$ cat src/rtl/core/abmx_pkg.sv
// Shared constants, codes and item types of the audio mix bus.
// No dependencies; every other file of the block but abmx_ram uses this package.
package abmx_pkg;

   // Bus geometry
   localparam int NUM_CHANNELS = 128;
   localparam int BLOCK_LEN    = 64;
   localparam int SAMPLE_BITS  = 24;
   localparam int CH_BITS      = $clog2(NUM_CHANNELS);
   localparam int IDX_BITS     = $clog2(BLOCK_LEN);
   localparam int ADDR_BITS    = CH_BITS + IDX_BITS;
   localparam int BUS_DEPTH    = NUM_CHANNELS * BLOCK_LEN;

   // Gains are Q1.16, one is 2^16
   localparam int GAIN_BITS = 17;
   localparam int GAIN_FRAC = 16;
   localparam logic [GAIN_BITS-1:0] GAIN_ONE = GAIN_BITS'(1 << GAIN_FRAC);

   // Work queue between front and back
   localparam int QUEUE_DEPTH = 4;
   localparam int QPTR_BITS   = $clog2(QUEUE_DEPTH);

   // Action codes
   localparam int ACTION_BITS = 3;
   typedef enum logic [ACTION_BITS-1:0] {
      ACT_READ   = 3'd0,
      ACT_ACCUM  = 3'd1,
      ACT_REPL   = 3'd2,
      ACT_XFADE  = 3'd3,
      ACT_NEWBLK = 3'd4
   } action_type;

   // One classified item as it travels through the work queue
   typedef struct packed {
      action_type                    op;
      logic [CH_BITS-1:0]            channel;
      logic [IDX_BITS-1:0]           sample_index;
      logic signed [SAMPLE_BITS-1:0] sample_in;
      logic [GAIN_BITS-1:0]          gain;
      logic                          last;
   } work_type;

endpackage

$ cat src/rtl/core/abmx_if.sv
// Request and response channel interfaces of the audio mix bus.
// Depends on abmx_pkg for field widths.
interface abmx_req_if;
   logic                                    valid;
   logic                                    ready;
   logic [abmx_pkg::ACTION_BITS-1:0]        action;
   logic [abmx_pkg::CH_BITS-1:0]            channel;
   logic [abmx_pkg::IDX_BITS-1:0]           sample_index;
   logic signed [abmx_pkg::SAMPLE_BITS-1:0] sample_in;
   logic [abmx_pkg::GAIN_BITS-1:0]          gain_start;
   logic [abmx_pkg::GAIN_BITS-1:0]          gain_end;
   logic                                    block_last;

   modport source (output valid, action, channel, sample_index, sample_in,
                   gain_start, gain_end, block_last, input ready);
   modport sink (input valid, action, channel, sample_index, sample_in,
                 gain_start, gain_end, block_last, output ready);
endinterface


$ cat src/rtl/core/abmx_front.sv
// Front end: takes request transfers, decodes the action and works out
// the crossfade gain for the sample position. Depends on abmx_pkg, abmx_if.
module abmx_front (
   abmx_req_if.sink           req_chan,
   output logic               push_valid,
   input  logic               push_ready,
   output abmx_pkg::work_type push_data
);

   localparam int WEIGHT_BITS = abmx_pkg::IDX_BITS + 1;
   localparam int MIX_BITS    = abmx_pkg::GAIN_BITS + WEIGHT_BITS;

   logic [abmx_pkg::GAIN_BITS-1:0] g_start;
   logic [abmx_pkg::GAIN_BITS-1:0] g_end;
   logic [WEIGHT_BITS-1:0]         w_start;
   logic [WEIGHT_BITS-1:0]         w_end;
   logic [MIX_BITS-1:0]            mix;
   logic                           known_op;
   logic                           silent_fade;

   // Gains clamp at one
   assign g_start = (req_chan.gain_start > abmx_pkg::GAIN_ONE) ?
                    abmx_pkg::GAIN_ONE : req_chan.gain_start;
   assign g_end   = (req_chan.gain_end > abmx_pkg::GAIN_ONE) ?
                    abmx_pkg::GAIN_ONE : req_chan.gain_end;

   // Linear ramp across the block, then divide by the block length
   assign w_end   = WEIGHT_BITS'(req_chan.sample_index);
   assign w_start = WEIGHT_BITS'(abmx_pkg::BLOCK_LEN) - w_end;
   assign mix     = MIX_BITS'(g_start) * MIX_BITS'(w_start) +
                    MIX_BITS'(g_end) * MIX_BITS'(w_end);

   // Unknown actions and a crossfade with both gains at zero leave no trace
   assign known_op    = req_chan.action <= abmx_pkg::ACTION_BITS'(abmx_pkg::ACT_NEWBLK);
   assign silent_fade = (req_chan.action == abmx_pkg::ACT_XFADE) &&
                        (g_start == '0) && (g_end == '0);

   assign req_chan.ready = push_ready;
   assign push_valid     = req_chan.valid && known_op && !silent_fade;

   always_comb begin
      push_data.op           = abmx_pkg::action_type'(req_chan.action);
      push_data.channel      = req_chan.channel;
      push_data.sample_index = req_chan.sample_index;
      push_data.sample_in    = req_chan.sample_in;
      push_data.gain         = abmx_pkg::GAIN_BITS'(mix / abmx_pkg::BLOCK_LEN);
      push_data.last         = req_chan.block_last;
   end

endmodule

$ cat src/flat_wrapper.sv
// flat-port wrapper written by rule: the top's interface ports become plain ports
module abmx_front_flat 
  (push_valid, push_ready, push_data, req_chan_valid, req_chan_action, req_chan_channel, req_chan_sample_index, req_chan_sample_in, req_chan_gain_start, req_chan_gain_end, req_chan_block_last, req_chan_ready);
  abmx_req_if req_chan_i ();
  output logic push_valid;
  input  logic push_ready;
  output abmx_pkg::work_type push_data;
  input wire logic [$bits(req_chan_i.valid)-1:0] req_chan_valid;
  input wire logic [$bits(req_chan_i.action)-1:0] req_chan_action;
  input wire logic [$bits(req_chan_i.channel)-1:0] req_chan_channel;
  input wire logic [$bits(req_chan_i.sample_index)-1:0] req_chan_sample_index;
  input wire logic [$bits(req_chan_i.sample_in)-1:0] req_chan_sample_in;
  input wire logic [$bits(req_chan_i.gain_start)-1:0] req_chan_gain_start;
  input wire logic [$bits(req_chan_i.gain_end)-1:0] req_chan_gain_end;
  input wire logic [$bits(req_chan_i.block_last)-1:0] req_chan_block_last;
  output wire logic [$bits(req_chan_i.ready)-1:0] req_chan_ready;
  assign req_chan_i.valid = req_chan_valid;
  assign req_chan_i.action = req_chan_action;
  assign req_chan_i.channel = req_chan_channel;
  assign req_chan_i.sample_index = req_chan_sample_index;
  assign req_chan_i.sample_in = req_chan_sample_in;
  assign req_chan_i.gain_start = req_chan_gain_start;
  assign req_chan_i.gain_end = req_chan_gain_end;
  assign req_chan_i.block_last = req_chan_block_last;
  assign req_chan_ready = req_chan_i.ready;
  abmx_front u_core (.req_chan(req_chan_i), .push_valid(push_valid), .push_ready(push_ready), .push_data(push_data));
endmodule
$ cat config.mk
export PLATFORM = sky130hd
export DESIGN_NAME = abmx_front_flat
export DESIGN_NICKNAME = d
export VERILOG_FILES = /design/src/rtl/core/abmx_pkg.sv /design/src/rtl/core/abmx_if.sv /design/src/rtl/core/abmx_front.sv /design/src/flat_wrapper.sv
export SDC_FILE = /design/constraint.sdc
export NUM_CORES = 1
export LEC_CHECK = 0
export ABC_CLOCK_PERIOD_IN_PS = 11500
export BUFFER_PORTS_ARGS = -buffer_cell sky130_fd_sc_hd__buf_4
export CORE_MARGIN = 8
export CORE_UTILIZATION = 35
export DETAILED_ROUTE_END_ITERATION = 12
export GPL_TIMING_DRIVEN = 0
export SYNTH_ARGS = -nofsm -noshare
export SYNTH_HDL_FRONTEND = slang
export SYNTH_SLANG_ARGS = --single-unit
$ cat constraint.sdc
create_clock -name vclk -period 11.5
set_input_delay 2.3 -clock vclk [all_inputs]
set_output_delay 2.3 -clock vclk [all_outputs]
set_load 0.005 [all_outputs]
== Word level (Yosys, flattened, before mapping) ==
Cells that the tools add are included.

* Register bits after elaboration: 0
* Bits of input ports: 77
* Word-level logic and storage cells: 17

* $add $sub $neg: 2
* Multiply operators: 2
* Order comparisons: 3
* Eq/ne operators: 1
* Muxes and demuxes: 2
* Reductions and logical operators: 7

{| class="wikitable"
|+ Operator list
! kind !! number
|-
| $gt A17 B17 Y1 const B || 2
|-
| $logic_not A17 Y1 || 2
|-
| $mux W17 || 2
|-
| $add A23 B23 Y23 || 1
|-
| $mul A17 B6 Y23 || 1
|-
| $mul A17 B7 Y23 || 1
|-
| $sub A7 B6 Y7 const A || 1
|-
| $logic_and A1 B1 Y1 || 4
|-
| $eq A3 B2 Y1 const B || 1
|-
| $le A3 B3 Y1 const B || 1
|-
| $logic_not A1 Y1 || 1
|}

== Longest topological paths before layout ==
* Word-level depth: 7
* Depth in mapped cells: 26
* Gate-level depth less buffers: 24

== Least setup slack after synthesis ==
OpenSTA, ideal clock, no wires.

* Kind: input -> output
* Start point: input req_chan_gain_start[5]
* End point: output push_data[14] (netlist bit)
* Arrival time: 7.621 ns
* Required time: 9.200 ns
* Setup slack: 1.579 ns
* Cell stages on the path: 23
* Buffers on the path: 3
* Cells stage by stage: clkbuf_1 > nor4_1 > nand4_1 > and2_1 > clkbuf_1 > nor2_1 > buf_2 > nand2_1 > fa_1 > inv_1 > fa_1 > inv_1 > fa_1 > fa_1 > fa_1 > inv_1 > ha_1 > a21o_1 > a21oi_1 > o211ai_2 > a211oi_4 > o21ai_1 > xnor2_1

{| class="wikitable"
|+ RTL lines
! element !! line !! text
|-
| start: declaration || flat_wrapper.sv:13 || <nowiki>input wire logic [$bits(req_chan_i.gain_start)-1:0] req_chan_gain_start;</nowiki>
|-
| end: declaration || flat_wrapper.sv:7 || <nowiki>output abmx_pkg::work_type push_data;</nowiki>
|}

==> impl_metrics.yaml <==
synthesis:
  netlist.area_leader.share_pct: 47.5
  synthTopCellsByArea: "fa_1 48%, inv_1 11%, ha_1 9.0%"
  synth_largest_area_cell: "fa_1"
  yosysUniqueCellTypes: 38
  syn-mean-instance-area_um2: 8.44
  synthTopCellsByCount: "220 x inv_1, 172 x fa_1, 126 x nand2_1"
  synth.most_common_cell: "inv_1"
  syn_inst: 859
  netlist_area_um2: 7250
  syn_nets: 1160
  yosysSeqAreaShare_pct: 0
  yosysWarnings: 0
clocking:
  cts-hold-fix-buffers: 0
  post-cts-setup-buffers: 0
setup_path:
  path_cells: "buf_4 -> nor4_2 -> nand4_1 -> and2_1 -> clkbuf_1 -> nor2_1 -> buf_2 -> nand2_1 -> fa_1 -> inv_1 -> fa_1 -> inv_1 -> fa_1 -> fa_1 -> fa_1 -> inv_1 -> ha_1 -> a21o_1 -> a21oi_1 -> o211ai_2 -> a211oi_4 -> o21ai_1 -> xnor2_1 -> buf_4"
  criticalPathCategory: "input pin to primary output"
  end_kind: "primary output"
  worstPathRequired_ns: 9.20
  crit_top_cell: "fa_1"
  cp-start-kind: "input pin"
  endpoint: "push_data[14]"
  cp_top_family: "adder cells"
  critPathArrivalTime_ns: 8.74
  path_max_fanout: 10
  max_stage_delay_ns: 0.57
  crit_start: "req_chan_gain_start[13]"
  path_buf_inv: 7
  crit_slowest_cell: "fa_1"
  path_depth: 24
floorplanning:
  core_um2: 20300
  die_area_um2: 25600
  fp.dieH_um: 160
  placementRows: 52
  ios: 137
  start_util_pct: 35.7
  die_x_um: 160
global_routing:
  grt_first_pass_wirelength_um: 31500
  grtUsageMet2_pct: 27.4
  grt_pass1_vias: 6077
  grt_remaining_overflow: 0
  grt_use_met3_pct: 2.11
  grt_max_degree: 11
  grt_usage_pct: 15.1
  top_usage_layer: "met2"
  antenna_found_initial: 0
  met1_usage_pct: 19.1
power:
  peakVddDrop_mv: 0.176
  power_density_nw_per_um2: 140
  total_leakage_power_nw: 4.48
sta:
  finalWorstSetupSlack_ns: 0.459
  setup-tns-final_ns: 0
  period_share_pct: 96.0
  rsz0062_at_grt: "no"
  hold_viol_final: 0
  drv_slew: 0
  fmax_mhz: 90.6
  report.final.setup_viol: 0
  period_minus_slack_ns: 11.04
  slew_headroom_pct: 57.1
  tightest_slew_ns: 0.641
final_layout:
  multi_input_area_um2: 5990
  n_antenna_cell: 0
  drive_above_1_share_pct: 16.1
  clockBufferCount: 0
  seq_cell_count: 0
  finalNetCount: 1259
  nFillCells: 2169
  area_growth_pct: 14.8
  seqCellArea_um2: 0
  fin_util_pct: 41.0
outcome:
  outcome: "finished clean"
drt:
  detail-route-antenna-nets: 0
  drt-total-wl_um: 19200
  vias: 5749
  initialDrtViolationCount: 311
  vias_per_cell: 4.69
  drc: 0
  first_pass_iters: 5
  wl_per_cell_um: 15.7
place:
  port_buffers: 97
  pre_cts_slack_ns: 0.394
  gp_congestion: 0.863
  hpwl_um: 17200
job:
  cap_viol_max_count: 0
worst_hold_path:
  hold_class: "input pin to primary output"
[power by group]
group	internal [mW]	total, mW	switching (mW)	leakage (nW)
Sequential	0	0	0	0
Clock	0	0	0	0
Combinational	0.565	1.17	0.601	4.48
[per-stage QoR]
step	std cells	total power [mW]	cell area [um^2]	hold WS, ns
2_1_floorplan	859	0.740	7250	4.68
3_3_place_gp	1226	1.18	8310	4.77
3_5_place_dp	1226	1.20	8310	4.77
4_1_cts	1226	1.20	8310	4.77
5_1_grt	1226	1.34	8320	4.77
6_report	1226	1.17	8320	4.77
[placed cells by master, fill, tap and decap left out, types with 2 or more instances in the layout]
cell	n
buf_4	139
nor2b_1	8
nor2_1	22
o21bai_1	6
clkbuf_1	17
nand3_1	10
nor4_1	7
xor2_1	12
nand2_1	126
nand4_1	5
o21ai_1	3
a21o_1	5
ha_1	52
a21oi_1	12
inv_1	220
fa_1	172
and2b_1	2
buf_2	8
and2_1	52
buf_1	2
xnor2_1	17
nor3_1	2
and3_1	37
nand2b_1	3
o21ai_0	2
o31ai_2	2
[worst min path at each step]
stage | startpoint | end | slack (ns) | depth (start not counted)
floorplan | req_chan_block_last | push_data[0] | 4.68 | 1
global route | req_chan_sample_in[18] | push_data[36] | 4.77 | 2
detailed placement | req_chan_sample_in[8] | push_data[26] | 4.77 | 2
finish | req_chan_sample_index[0] | push_data[42] | 4.77 | 2
CTS | req_chan_sample_in[8] | push_data[26] | 4.77 | 2
global placement | req_chan_sample_in[18] | push_data[36] | 4.77 | 2
[kinds of logic (layout without fill, tap and decap cells)]
logic type               count (synthesis)  count (layout)  synth area share (%)
AO/OA/AOI/OAI                           37              37                  3.75
XOR/XNOR                                29              29                  3.50
AND/OR/NAND/NOR                        278             278                  18.8
adder cells (fa/ha/maj)                224             224                  56.5
buffers and inverters                  291             388                  17.5
[area by class of cell]
type	instances	share of cell area, %
plain buffers	70	5.26
inverters	221	9.97
multi-input cells	568	72.0
well taps	270	4.06
repair buffers	97	8.75
[metal layers]
layer  up-vias  part of all wire (%)
met2       176                    51
li1       2672                     -
met1      2881                    41
met4         0                   1.7
met5         -                     0
met3        20                   5.7
[repair_timing]
action	4_1_cts	5_1_grt
gates resized for setup	0	1
endpoints found under the setup margin	0	6
hold endpoints to repair	0	0
No activity file was read; power rests on OpenSTA's default activity.
