$ cat src/rtl/core/abmx_pkg.sv
// Shared constants, codes and item types of the audio mix bus.
// No dependencies; every other file of the block but abmx_ram uses this package.
package abmx_pkg;

   // Bus geometry
   localparam int NUM_CHANNELS = 128;
   localparam int BLOCK_LEN    = 64;
   localparam int SAMPLE_BITS  = 24;
   localparam int CH_BITS      = $clog2(NUM_CHANNELS);
   localparam int IDX_BITS     = $clog2(BLOCK_LEN);
   localparam int ADDR_BITS    = CH_BITS + IDX_BITS;
   localparam int BUS_DEPTH    = NUM_CHANNELS * BLOCK_LEN;

   // Gains are Q1.16, one is 2^16
   localparam int GAIN_BITS = 17;
   localparam int GAIN_FRAC = 16;
   localparam logic [GAIN_BITS-1:0] GAIN_ONE = GAIN_BITS'(1 << GAIN_FRAC);

   // Work queue between front and back
   localparam int QUEUE_DEPTH = 4;
   localparam int QPTR_BITS   = $clog2(QUEUE_DEPTH);

   // Action codes
   localparam int ACTION_BITS = 3;
   typedef enum logic [ACTION_BITS-1:0] {
      ACT_READ   = 3'd0,
      ACT_ACCUM  = 3'd1,
      ACT_REPL   = 3'd2,
      ACT_XFADE  = 3'd3,
      ACT_NEWBLK = 3'd4
   } action_type;

   // One classified item as it travels through the work queue
   typedef struct packed {
      action_type                    op;
      logic [CH_BITS-1:0]            channel;
      logic [IDX_BITS-1:0]           sample_index;
      logic signed [SAMPLE_BITS-1:0] sample_in;
      logic [GAIN_BITS-1:0]          gain;
      logic                          last;
   } work_type;

endpackage

$ cat src/rtl/core/abmx_queue.sv
// Short work queue between front end and back end.
// Depends on abmx_pkg for the entry type and depth.
module abmx_queue (
   input  logic               clock,
   input  logic               reset,
   input  logic               push_valid,
   output logic               push_ready,
   input  abmx_pkg::work_type push_data,
   output logic               pop_valid,
   input  logic               pop_ready,
   output abmx_pkg::work_type pop_data
);

   abmx_pkg::work_type              entries_ff [abmx_pkg::QUEUE_DEPTH];
   logic [abmx_pkg::QPTR_BITS-1:0]  wr_ptr_ff, wr_ptr_in;
   logic [abmx_pkg::QPTR_BITS-1:0]  rd_ptr_ff, rd_ptr_in;
   logic [abmx_pkg::QPTR_BITS:0]    count_ff, count_in;
   logic                            push, pop;

   assign push_ready = count_ff != (abmx_pkg::QPTR_BITS+1)'(abmx_pkg::QUEUE_DEPTH);
   assign pop_valid  = count_ff != '0;
   assign pop_data   = entries_ff[rd_ptr_ff];
   assign push       = push_valid && push_ready;
   assign pop        = pop_valid && pop_ready;

   // Pointer and fill bookkeeping
   always_comb begin
      wr_ptr_in = push ? wr_ptr_ff + 1'b1 : wr_ptr_ff;
      rd_ptr_in = pop ? rd_ptr_ff + 1'b1 : rd_ptr_ff;
      count_in  = count_ff;
      if (push && !pop) begin
         count_in = count_ff + 1'b1;
      end else if (pop && !push) begin
         count_in = count_ff - 1'b1;
      end
   end

   always_ff @(posedge clock) begin
      if (reset) begin
         wr_ptr_ff <= '0;
         rd_ptr_ff <= '0;
         count_ff  <= '0;
      end else begin
         wr_ptr_ff <= wr_ptr_in;
         rd_ptr_ff <= rd_ptr_in;
         count_ff  <= count_in;
      end
   end

   // Entry storage
   always_ff @(posedge clock) begin
      if (push) begin
         entries_ff[wr_ptr_ff] <= push_data;
      end
   end

endmodule

$ cat config.mk
export PLATFORM = sky130hd
export DESIGN_NAME = abmx_queue
export DESIGN_NICKNAME = d
export VERILOG_FILES = /design/src/rtl/core/abmx_pkg.sv /design/src/rtl/core/abmx_queue.sv
export SDC_FILE = /design/constraint.sdc
export NUM_CORES = 1
export LEC_CHECK = 0
export ABC_AREA = 0
export BUFFER_PORTS_ARGS = -buffer_cell sky130_fd_sc_hd__clkbuf_2
export CAP_MARGIN = 20
export CORE_MARGIN = 2
export CORE_UTILIZATION = 50
export DETAILED_ROUTE_END_ITERATION = 7
export MAX_ROUTING_LAYER = met4
export PLACE_DENSITY = 0.71
export REMOVE_ABC_BUFFERS = 1
export SLEW_MARGIN = 20
export SYNTH_ARGS = -nofsm -noshare
export SYNTH_HDL_FRONTEND = slang
export SYNTH_SLANG_ARGS = --single-unit
$ cat constraint.sdc
create_clock -name clock -period 3.2 [get_ports clock]
set_input_delay 0.64 -clock clock [delete_from_list [all_inputs] [get_ports clock]]
set_output_delay 0.64 -clock clock [all_outputs]
set_load 0.05 [all_outputs]
* Yosys cells after proc, flatten, opt, wreduce, memory -nomap -nowiden
Memory sizes are Yosys's and may differ from the RTL's. A register that Yosys moved wholly into a read port is not among the register bits.
Index checks and enable logic that the tools add are counted.
W data, S select, Z words.
** Storage, ports and cells
- Input port bits :: 62
- Memories kept :: 1
- Memory bits (writable) :: 232
- Word-level logic and storage cells :: 23
- Bits in registers :: 7
- Output and inout bits :: 60
** Memories
- entries_ff :: words 4, width 58, read ports 1, clocked after Yosys merged registers in 1, wr ports 1, RTL line abmx_queue.sv:14 : abmx_pkg::work_type entries_ff [abmx_pkg::QUEUE_DEPTH];
** Operators by class
- Reduce and logical (&&, ||, !) cells :: 8
- Add/sub/neg operators :: 4
- Equality and inequality tests :: 1
- Multiplexer cells :: 6
** Operator list (count)
- $mux W3 :: 2
- $add A2 B1 Y2 const B :: 2
- $logic_and A1 B1 Y1 :: 4
- $mux W2 :: 2
- $add A3 B1 Y3 const B :: 1
- $ne A3 B3 Y1 const B :: 1
- $reduce_bool A3 Y1 :: 1
- $sub A3 B1 Y3 const B :: 1
- $logic_not A1 Y1 :: 2
- $mux W1 :: 2
- $reduce_bool A2 Y1 :: 1

* Longest topological paths before layout
Gate-level depths: netlist of the first run.
- Depth in word-level cells :: 6
- Mapped depth :: 8
- Mapped depth without buffers :: 8

* Least setup slack after synthesis of the first run
Ideal clock, no wire load.
- Kind :: input-to-reg
- Start :: in push_valid
- End :: mem entries_ff[0][0] (netlist name) (enable)
- Arrival :: 2.318 ns
- Setup slack :: 0.460 ns
- Required time :: 2.778 ns
- Buffers on the path :: 0
- Stages :: 2
- Library setup time :: 0.422 ns
- Path through :: a21boi_2 > and2_1
** On the way
- Word-level cells in the longest chain between the ends :: 3
** RTL lines
- from (decl) :: RTL line abmx_queue.sv:6 : input logic push_valid,
- $logic_and A1 B1 Y1 :: RTL line abmx_queue.sv:23 : assign push = push_valid && push_ready;
- $mux W1 :: RTL line abmx_queue.sv:52 : if (push) begin
- $mux W1 (implied by the code) :: RTL line abmx_queue.sv:53 : entries_ff[wr_ptr_ff] <= push_data;
- to (decl) :: RTL line abmx_queue.sv:14
No other way between the ends.

==> out/results.txt, run 1 <==
Outcome - finished, final reports clean
Cell family with most CP delay - buffers and inverters
Clock skew - 0.0127 ns
FF-to-FF Start - count_ff[0]
Worst-path fanout max - 18
Synth cell count leaders - edfxtp_1 (232), mux4_2 (58), dfxtp_1 (9)
Setup CP Type - register to output port
Initial antenna violation count - 2
Syn avg cell area - 25.2 µm²
Hold Crit Class - input port to register
Yosys reg bits - 241
# clock sinks - 241
Slew HR - 0.663
Main synth FF type - edfxtp_1
EDFF count, synth - 232
DRT Wirelength - 15100 µm
Peak supply drop - 555 µV
Sequential area share after synthesis - 0.807
Crit path to - pop_data[39]
Ys async rst share - 0
Gr ovfl total - 0
DRT iter0 DRCs - 214
Critical Path AT - 2.17 ns
Final setup violation count - 0
Die area - 18800 µm²
Root buffer cell - clkbuf_16
Antenna Violating Nets Remaining - 0
Synth warn - 0
Final instance area - 10600 µm²
Placer Congestion - 0.759
DR pass1 iterations - 5
Instance count on the critical path - 3
Gates resized, CTS repair - 0
TritonCTS Buffers - 25
Vias/cell - 5.47
Max clock buf depth - 3
CTS tree - built
CP Buf/Inv Count - 2
Clock latency on the worst-skew pair - 0.50 ns
Synth Instances - 351
Reg2reg path depth - 8
Cell area after synthesis - 8860 µm²
Residual DRC - 0
Max-cap violations - 0
Distinct cells, synth - 25
Critical Path Slowest Stage Cell - mux4_2
I/O Buffers - 121
Floorplan row count - 48
P_leak - 3.61 nW
Post-CTS Hold Buffers - 0
Max Slew Vio Count - 0
Nature of the critical path startpoint - register
Fill cells - 1237
Core area - 17300 µm²
Synth-to-Final Area Change - 19.6%
Power per cell area - 925 nW/µm²
Reg2reg end - count_ff[2]
Most numerous cell in the Yosys netlist - edfxtp_1
CTS clk-pin slew, worst paths - 0.06 ns
Num ports - 122
Cell taking the most area after synthesis - edfxtp_1
H-tree depth - 1
Hold WS - 0.356 ns
RSZ-0062 raised after global routing - false
Initial Utilization - 0.512
R2r setup slk - 0.90 ns
Synth top area share - 0.786
DR vias - 4038
Top area cells in the synthesized netlist - edfxtp_1 (79%), mux4_2 (15%), dfxtp_1 (2.0%)
Max Clock Freq - 0.356 GHz
Final Cycle Share - 0.878
Max incr delay on CP - 0.57 ns
Postcts setup bufs - 0
Final #Nets - 561
Largest net degree at the start of global routing - 41
Die X - 137 µm
CP Capture Type - output port
Die Height - 137 µm
Share of post-route cells with drive strength above 1 - 0.460
Critical Path RT - 2.56 ns
Final hold violations - 0
Post-DP Area - 9770 µm²
Worst path cell trace - buf_4 > mux4_2 > clkbuf_2
WL per Instance - 20.5 µm
Worst Max-Slew Pin Slew - 0.499 ns
Global-route wire length before repair - 23000 µm
Vias in the first global route - 4326
GRT Total Usage - 0.168
Final HPWL DP - 9360 µm
Period minus WS final - 2.81 ns
## cell type report
class,instances,area (µm²),area share
Clock inverter,15,165,0.0156
Antenna cell,2,5.00,0.000472
Timing Repair Buffer,129,741,0.0699
Tap cell,225,282,0.0266
Clock buffer,30,654,0.0617
Inverter,3,11.3,0.00106
Sequential cell,241,7150,0.675
Multi-Input combinational cell,93,1590,0.150
## registers in the layout, indices dropped and copies added, names as in the netlist, named ones only
register    cells
count_ff        3
entries_ff    232
rd_ptr_ff       2
wr_ptr_ff       2
## routing by layer
layer	GRT usage	up-vias	share of wire
li1	-	1782	-
met1	0.219	2102	0.42
met2	0.271	129	0.50
met3	0.0374	25	0.066
met4	0.0481	0	0.021
met5	-	-	0
## logic make-up (layout without fill, tap and decap cells)
logic type	after synthesis	after routing	synth area share
xor+xnor	4	4	0.00395
compound gates	5	5	0.00424
simple gates	17	17	0.00946
buf+inv	17	177	0.0153
flops	241	241	0.807
fa+ha+maj	6	6	0.00932
other cells	0	2	0
mux	61	61	0.151
## power by group
group	internal, mW	total, mW	switching, mW
combinational	0.939	3.00	2.06
sequential	3.83	3.97	0.141
clock	1.71	2.82	1.12
total	6.48	9.80	3.32
## metrics by stage
step	power, mW	instances	TNS [ns]	util	setup WS, ns
final	9.80	738	0	0.613	0.391
after global routing	10.2	738	0	0.613	0.246
after CTS	9.93	736	0	0.612	0.313
after detailed placement	7.09	691	0	0.565	0.752
after global placement	7.05	691	0	0.565	0.816
after floorplan	6.36	337	-42.98	-	-0.741
## how the worst min path moves through the flow
stage | start | end | slack (ns) | cells after the start
floorplan | wr_ptr_ff[1] | wr_ptr_ff[1] | 0.48 | 2
global placement | wr_ptr_ff[1] | wr_ptr_ff[1] | 0.49 | 2
detailed placement | rd_ptr_ff[0] | register | 0.52 | 2
CTS | push_data[37] | entries_ff[0][37] | 0.33 | 1
global route | push_data[20] | entries_ff[1][20] | 0.35 | 1
finish | push_data[37] | entries_ff[0][37] | 0.36 | 1
## layout by cell type (no fill, tap or decap)
master,n
xor2_1,4
clkinv_4,2
a21oi_1,1
nor2_1,8
clkbuf_8,1
o311ai_0,1
clkbuf_16,25
inv_6,1
dfxtp_1,7
buf_12,6
o31ai_1,1
edfxtp_1,232
mux4_2,58
ha_1,5
clkbuf_1,4
and2_4,4
mux2i_1,2
clkinv_2,6
clkinv_1,1
a21boi_2,1
buf_4,2
o21ai_0,1
nand2_1,1
nand2b_1,2
fa_1,1
dfxtp_4,2
bufinv_16,3
clkinvlp_4,2
diode_2,2
mux2_2,1
clkbuf_2,121
or3_1,2
inv_1,3
Note: power is estimated with default switching activity, not from simulation.
==> run 2, diff against run 1 <==
--- a/config.mk
+++ b/config.mk
@@ -14,6 +14,7 @@
 export MAX_ROUTING_LAYER = met4
 export PLACE_DENSITY = 0.71
 export REMOVE_ABC_BUFFERS = 1
+export SETUP_SLACK_MARGIN = 0.5
 export SLEW_MARGIN = 20
 export SYNTH_ARGS = -nofsm -noshare
 export SYNTH_HDL_FRONTEND = slang
==> run 2 against run 1 <==
Sequential share of layout area is 0.51 points lower. First-iteration DRC count increased by 12%. Final area is 0.77% higher. Utilization is 0.47 points higher. Via count increased by 0.74%. Count of clock-buffer cells in the layout is the same. Critical path depth unchanged. Fmax up 6.2%. Final cell count is 0.54% higher. Largest cell class unchanged. Critical endpoint is now pop_data[25]. Worst hold slack worse by 0.00055 ns.
==> out/results.txt, run 2 (same netlist as run 1, synthesis figures left out) <==
Outcome - finished, final reports clean
Met2 wire length - 7690 µm
DR pass1 iterations - 5
Power per cell area - 929 nW/µm²
Largest regs - entries_ff (232), count_ff (3)
Max-cap violations - 0
Residual DRC - 0
WL per Instance - 21.0 µm
Final Cycle Share - 0.827
Period minus WS final - 2.65 ns
Setup CP Type - register to output port
Gr ovfl total - 0
Synth-to-Final Area Change - 20.6%
GRT Total Usage - 0.173
Die Height - 137 µm
Final #Nets - 565
DRT iter0 DRCs - 240
Die X - 137 µm
Vias/cell - 5.48
Largest net degree at the start of global routing - 41
Cell family with most CP delay - buffers and inverters
Nature of the critical path startpoint - register
CP Capture Type - output port
Root buffer cell - clkbuf_16
Initial antenna violation count - 2
H-tree depth - 1
Commonest non-fill, non-tap cell in the layout - edfxtp_1
Most frequent cells in the layout - edfxtp_1 (232), clkbuf_2 (105), mux4_2 (58)
Slew HR - 0.653
Max reg flops - 232
Hold Crit Class - input port to register
CP Buf/Inv Count - 2
P_leak - 3.65 nW
Clock skew - 0.0135 ns
Die area - 18800 µm²
Met3 wire len - 963 µm
Worst Max-Slew Pin Slew - 0.514 ns
TritonCTS Buffers - 25
Global-route wire length before repair - 23500 µm
Max Clock Freq - 0.378 GHz
Hold depth - 1
Post-DP Area - 9770 µm²
Core area - 17300 µm²
CTS clk-pin slew, worst paths - 0.06 ns
Initial Utilization - 0.512
Max Slew Vio Count - 0
Worst path cell trace - bufbuf_16 > mux4_2 > clkbuf_4
Final instance area - 10700 µm²
Final setup violation count - 0
Non-filler cells, final - 742
Max incr delay on CP - 0.51 ns
DR vias - 4068
Floorplan row count - 48
CTS tree - built
Final hold violations - 0
Highest metal used - met4
Critical Path AT - 2.01 ns
Num ports - 122
Share of post-route cells with drive strength above 1 - 0.464
DRT Wirelength - 15600 µm
Max clock buf depth - 3
Placer Congestion - 0.759
Clock latency on the worst-skew pair - 0.50 ns
Critical Path RT - 2.56 ns
Instance count on the critical path - 3
Reg2reg path depth - 8
Metal-1 WL - 6660 µm
Critical Path Slowest Stage Cell - mux4_2
RSZ-0062 raised after global routing - true
I/O Buffers - 121
Worst-path fanout max - 16
# clock sinks - 241
Post-Place Cells - 691
Largest Register - entries_ff
Antenna Violating Nets Remaining - 0
Final HPWL DP - 9360 µm
Vias in the first global route - 4350
Peak supply drop - 607 µV
run 2: per-stage QoR:
stage          setup WS (ns)  total power [mW]  utilization  hold slack [ns]  setup TNS [ns]
6_report               0.554              9.92        0.617            0.356               0
5_1_grt                0.475              10.3        0.617            0.349               0
4_1_cts                0.500              10.0        0.617            0.334               0
3_5_place_dp           0.752              7.09        0.565            0.517               0
3_3_place_gp           0.816              7.05        0.565            0.494               0
2_1_floorplan         -0.741              6.36            -            0.481          -42.98
run 2: cell type report:
class | instances | area, µm²
Tap cell | 225 | 282
Fill cell | 1230 | 6620
Timing Repair Buffer | 133 | 822
Clock buffer | 30 | 654
Antenna cell | 2 | 5.00
Clock inverter | 15 | 165
Sequential cell | 241 | 7150
Inverter | 3 | 11.3
Multi-Input combinational cell | 93 | 1590
run 2: timing repair:
action,4_1_cts,5_1_grt
setup buffers,3,0
setup endpoints to repair,52,34
cloned,1,0
hold buffers,0,0
resized for setup,5,14
hold endpoints to repair,0,0
run 2: power breakdown:
group | switching (mW) | internal (mW)
sequential | 0.124 | 3.83
combinational | 2.11 | 1.03
clock | 1.12 | 1.71
total | 3.35 | 6.57
run 2: worst paths after layout:
check	start	end	slack, ns
max reg2reg	count_ff[0]	count_ff[2]	0.88
min reg2reg	rd_ptr_ff[0]	register	0.54
max	register	pop_data[25]	0.55
min	push_data[37]	entries_ff[0][37]	0.36
run 2: routing by layer:
layer	GRT usage	vias to the layer above
met5	-	-
met4	0.0452	0
met3	0.0389	23
met2	0.275	113
met1	0.229	2140
li1	-	1792
run 2: worst register-to-register path, cell delays in order (launching register included):
cell and delay, ns:
dfxtp_1 0.45, nor2_1 0.11, a21boi_2 0.34, ha_1 0.26
inv_1 0.07, fa_1 0.38, xor2_1 0.18, or3_1 0.32
a21oi_1 0.14
==> run 3, diff against run 2 <==
==> constraint.sdc (replaced) <==
create_clock -name clock -period 2.49 [get_ports clock]
set_input_delay 0.498 -clock clock [delete_from_list [all_inputs] [get_ports clock]]
set_output_delay 0.498 -clock clock [all_outputs]
set_load 0.05 [all_outputs]
==> run 3 against run 2 <==
Count of clock-buffer cells in the layout up 8. Final cell count up 2.4%. Clock skew shrank 0.0023 ns. Flip-flop and latch count is the same. Register-to-register slack worse by 0.39 ns. Setup slack worse by 0.52 ns. Wire length increased by 9.1%. Power increased by 41%. Critical path type unchanged. Largest power group is now combinational cells. Highest routed layer unchanged.
==> out/results.txt, run 3 (same netlist as run 1, synthesis figures left out) <==
Share of post-route cells with drive strength above 1 - 0.482
Vias/cell - 5.49
GRT Total Usage - 0.187
Worst slack, placed - 0.331 ns
Worst Max-Slew Pin Slew - 0.537 ns
FF-to-FF Start - count_ff[0]
Largest Register - entries_ff
Switch share - 0.330
Num ports - 122
P_sw - 4.62 mW
Reg power frac - 0.363
Period minus WS final - 2.45 ns
Gr ovfl total - 0
I/O Buffers - 121
Largest regs - entries_ff (232), count_ff (3)
DR pass1 iterations - 4
Placer Congestion - 0.719
Max clock buf depth - 3
Final #Nets - 585
Most frequent cells in the layout - edfxtp_1 (232), clkbuf_2 (62), mux4_2 (58)
Design Power - 14.0 mW
Max incr delay on CP - 0.53 ns
Final Cycle Share - 0.986
Most used cell, CP - buf_12
Nature of the critical path startpoint - register
Max Slew Vio Count - 0
Clock power frac - 0.235
Residual DRC - 0
Critical Path RT - 1.99 ns
Vias in the first global route - 4505
RSZ-0062 raised after global routing - true
Slew HR - 0.637
# clock sinks - 241
Inserted Diodes - 0
Final HPWL DP - 9450 µm
Die Height - 137 µm
CP Buf/Inv Count - 4
Die X - 137 µm
DR vias - 4172
Final core area utilization - 0.665
Worst path cell trace - buf_12 > buf_12 > buf_16 > mux4_2 > buf_8
Max reg flops - 232
DRT Wirelength - 17000 µm
Reg2reg path depth - 7
Comb power frac - 0.402
Initial Utilization - 0.512
Synth-to-Final Area Change - 29.9%
Int Power - 9.37 mW
Fin worst setup slack - 0.0354 ns
Non-filler cells, final - 760
Power per cell area - 1220 nW/µm²
Root buffer cell - clkbuf_16
Beginning of the worst hold path - push_data[13]
Setup CP Type - register to output port
Clock skew - 0.0113 ns
Worst Hold End - entries_ff[2][13]
Final setup violation count - 0
Cell family with most CP delay - buffers and inverters
Worst-path fanout max - 9
CTS tree - built
Initial antenna violation count - 0
TritonCTS Buffers - 25
Post-Place Cells - 698
Clock latency on the worst-skew pair - 0.50 ns
Hold Crit Class - input port to register
DRT iter0 DRCs - 220
Critical Path AT - 1.96 ns
Commonest non-fill, non-tap cell in the layout - edfxtp_1
H-tree depth - 1
R2r setup slk - 0.49 ns
P_leak - 3.94 nW
Hold WS - 0.210 ns
Max Clock Freq - 0.407 GHz
Critical Path Slowest Stage Cell - mux4_2
Floorplan row count - 48
Core area - 17300 µm²
Largest net degree at the start of global routing - 37
Antenna Violating Nets Remaining - 0
CTS clk-pin slew, worst paths - 0.06 ns
Die area - 18800 µm²
Hold depth - 1
Peak supply drop - 839 µV
Global-route wire length before repair - 25200 µm
Max-cap violations - 0
Outcome - finished, final reports clean
Reg2reg end - count_ff[2]
Final hold violations - 0
CP Capture Type - output port
Post-CTS Hold Buffers - 0
WL per Instance - 22.4 µm
==> run 3: worst max path at each step <==
| stage | start | endpoint | cells after the start |
|---|---|---|---|
| finish | register | pop_data[37] | 5 |
| global route | register | pop_data[50] | 5 |
| CTS | register | pop_data[28] | 5 |
| global placement | count_ff[0] | count_ff[2] | 7 |
| detailed placement | count_ff[1] | count_ff[2] | 7 |
| floorplan | register | pop_data[0] | 1 |
==> run 3: power groups by stage <==
stage	logic (mW)	clock network, mW	registers, mW
4_1_cts	5.35	3.36	5.08
3_3_place_gp	3.99	0	5.11
6_report	5.63	3.29	5.07
2_1_floorplan	2.84	0	5.34
3_5_place_dp	4.01	0	5.15
5_1_grt	5.86	3.53	5.11
==> run 3: final cells by class <==
type	instances	area, µm²
Clock buffer	38	674
Clock inverter	7	46.3
Fill cell	1125	5790
Inverter	3	11.3
Multi-Input combinational cell	93	1610
Sequential cell	241	7160
Tap cell	225	282
Timing Repair Buffer	153	1710
==> run 3: timing repair <==
item | 4_1_cts | 5_1_grt
pin swaps | 1 | 7
buffers inserted | 7 | 3
setup endpoints to repair | 60 | 71
resized for setup | 139 | 40
gates cloned | 5 | 2
==> run 3: worst reg2reg max path: stages, from the launching register on <==
cell and delay (ns):
dfxtp_4 0.36, o31ai_4 0.29, ha_2 0.25, inv_2 0.05, fa_2 0.34, xor2_1 0.15
or3_1 0.38, a21oi_2 0.11
==> run 3: through the flow <==
stage	TNS [ns]	area, µm²
floorplan	-101.01	8730
global placement	0	9840
detailed placement	0	9840
CTS	0	11400
global route	-0.0870	11500
finish	0	11500
==> run 3: routing by layer <==
metal,GRT usage,part of all wire,vias to the layer above
met5,-,0,-
met4,0.0389,0.011,0
met3,0.0389,0.073,18
met2,0.315,0.53,153
met1,0.239,0.39,2169
li1,-,-,1832
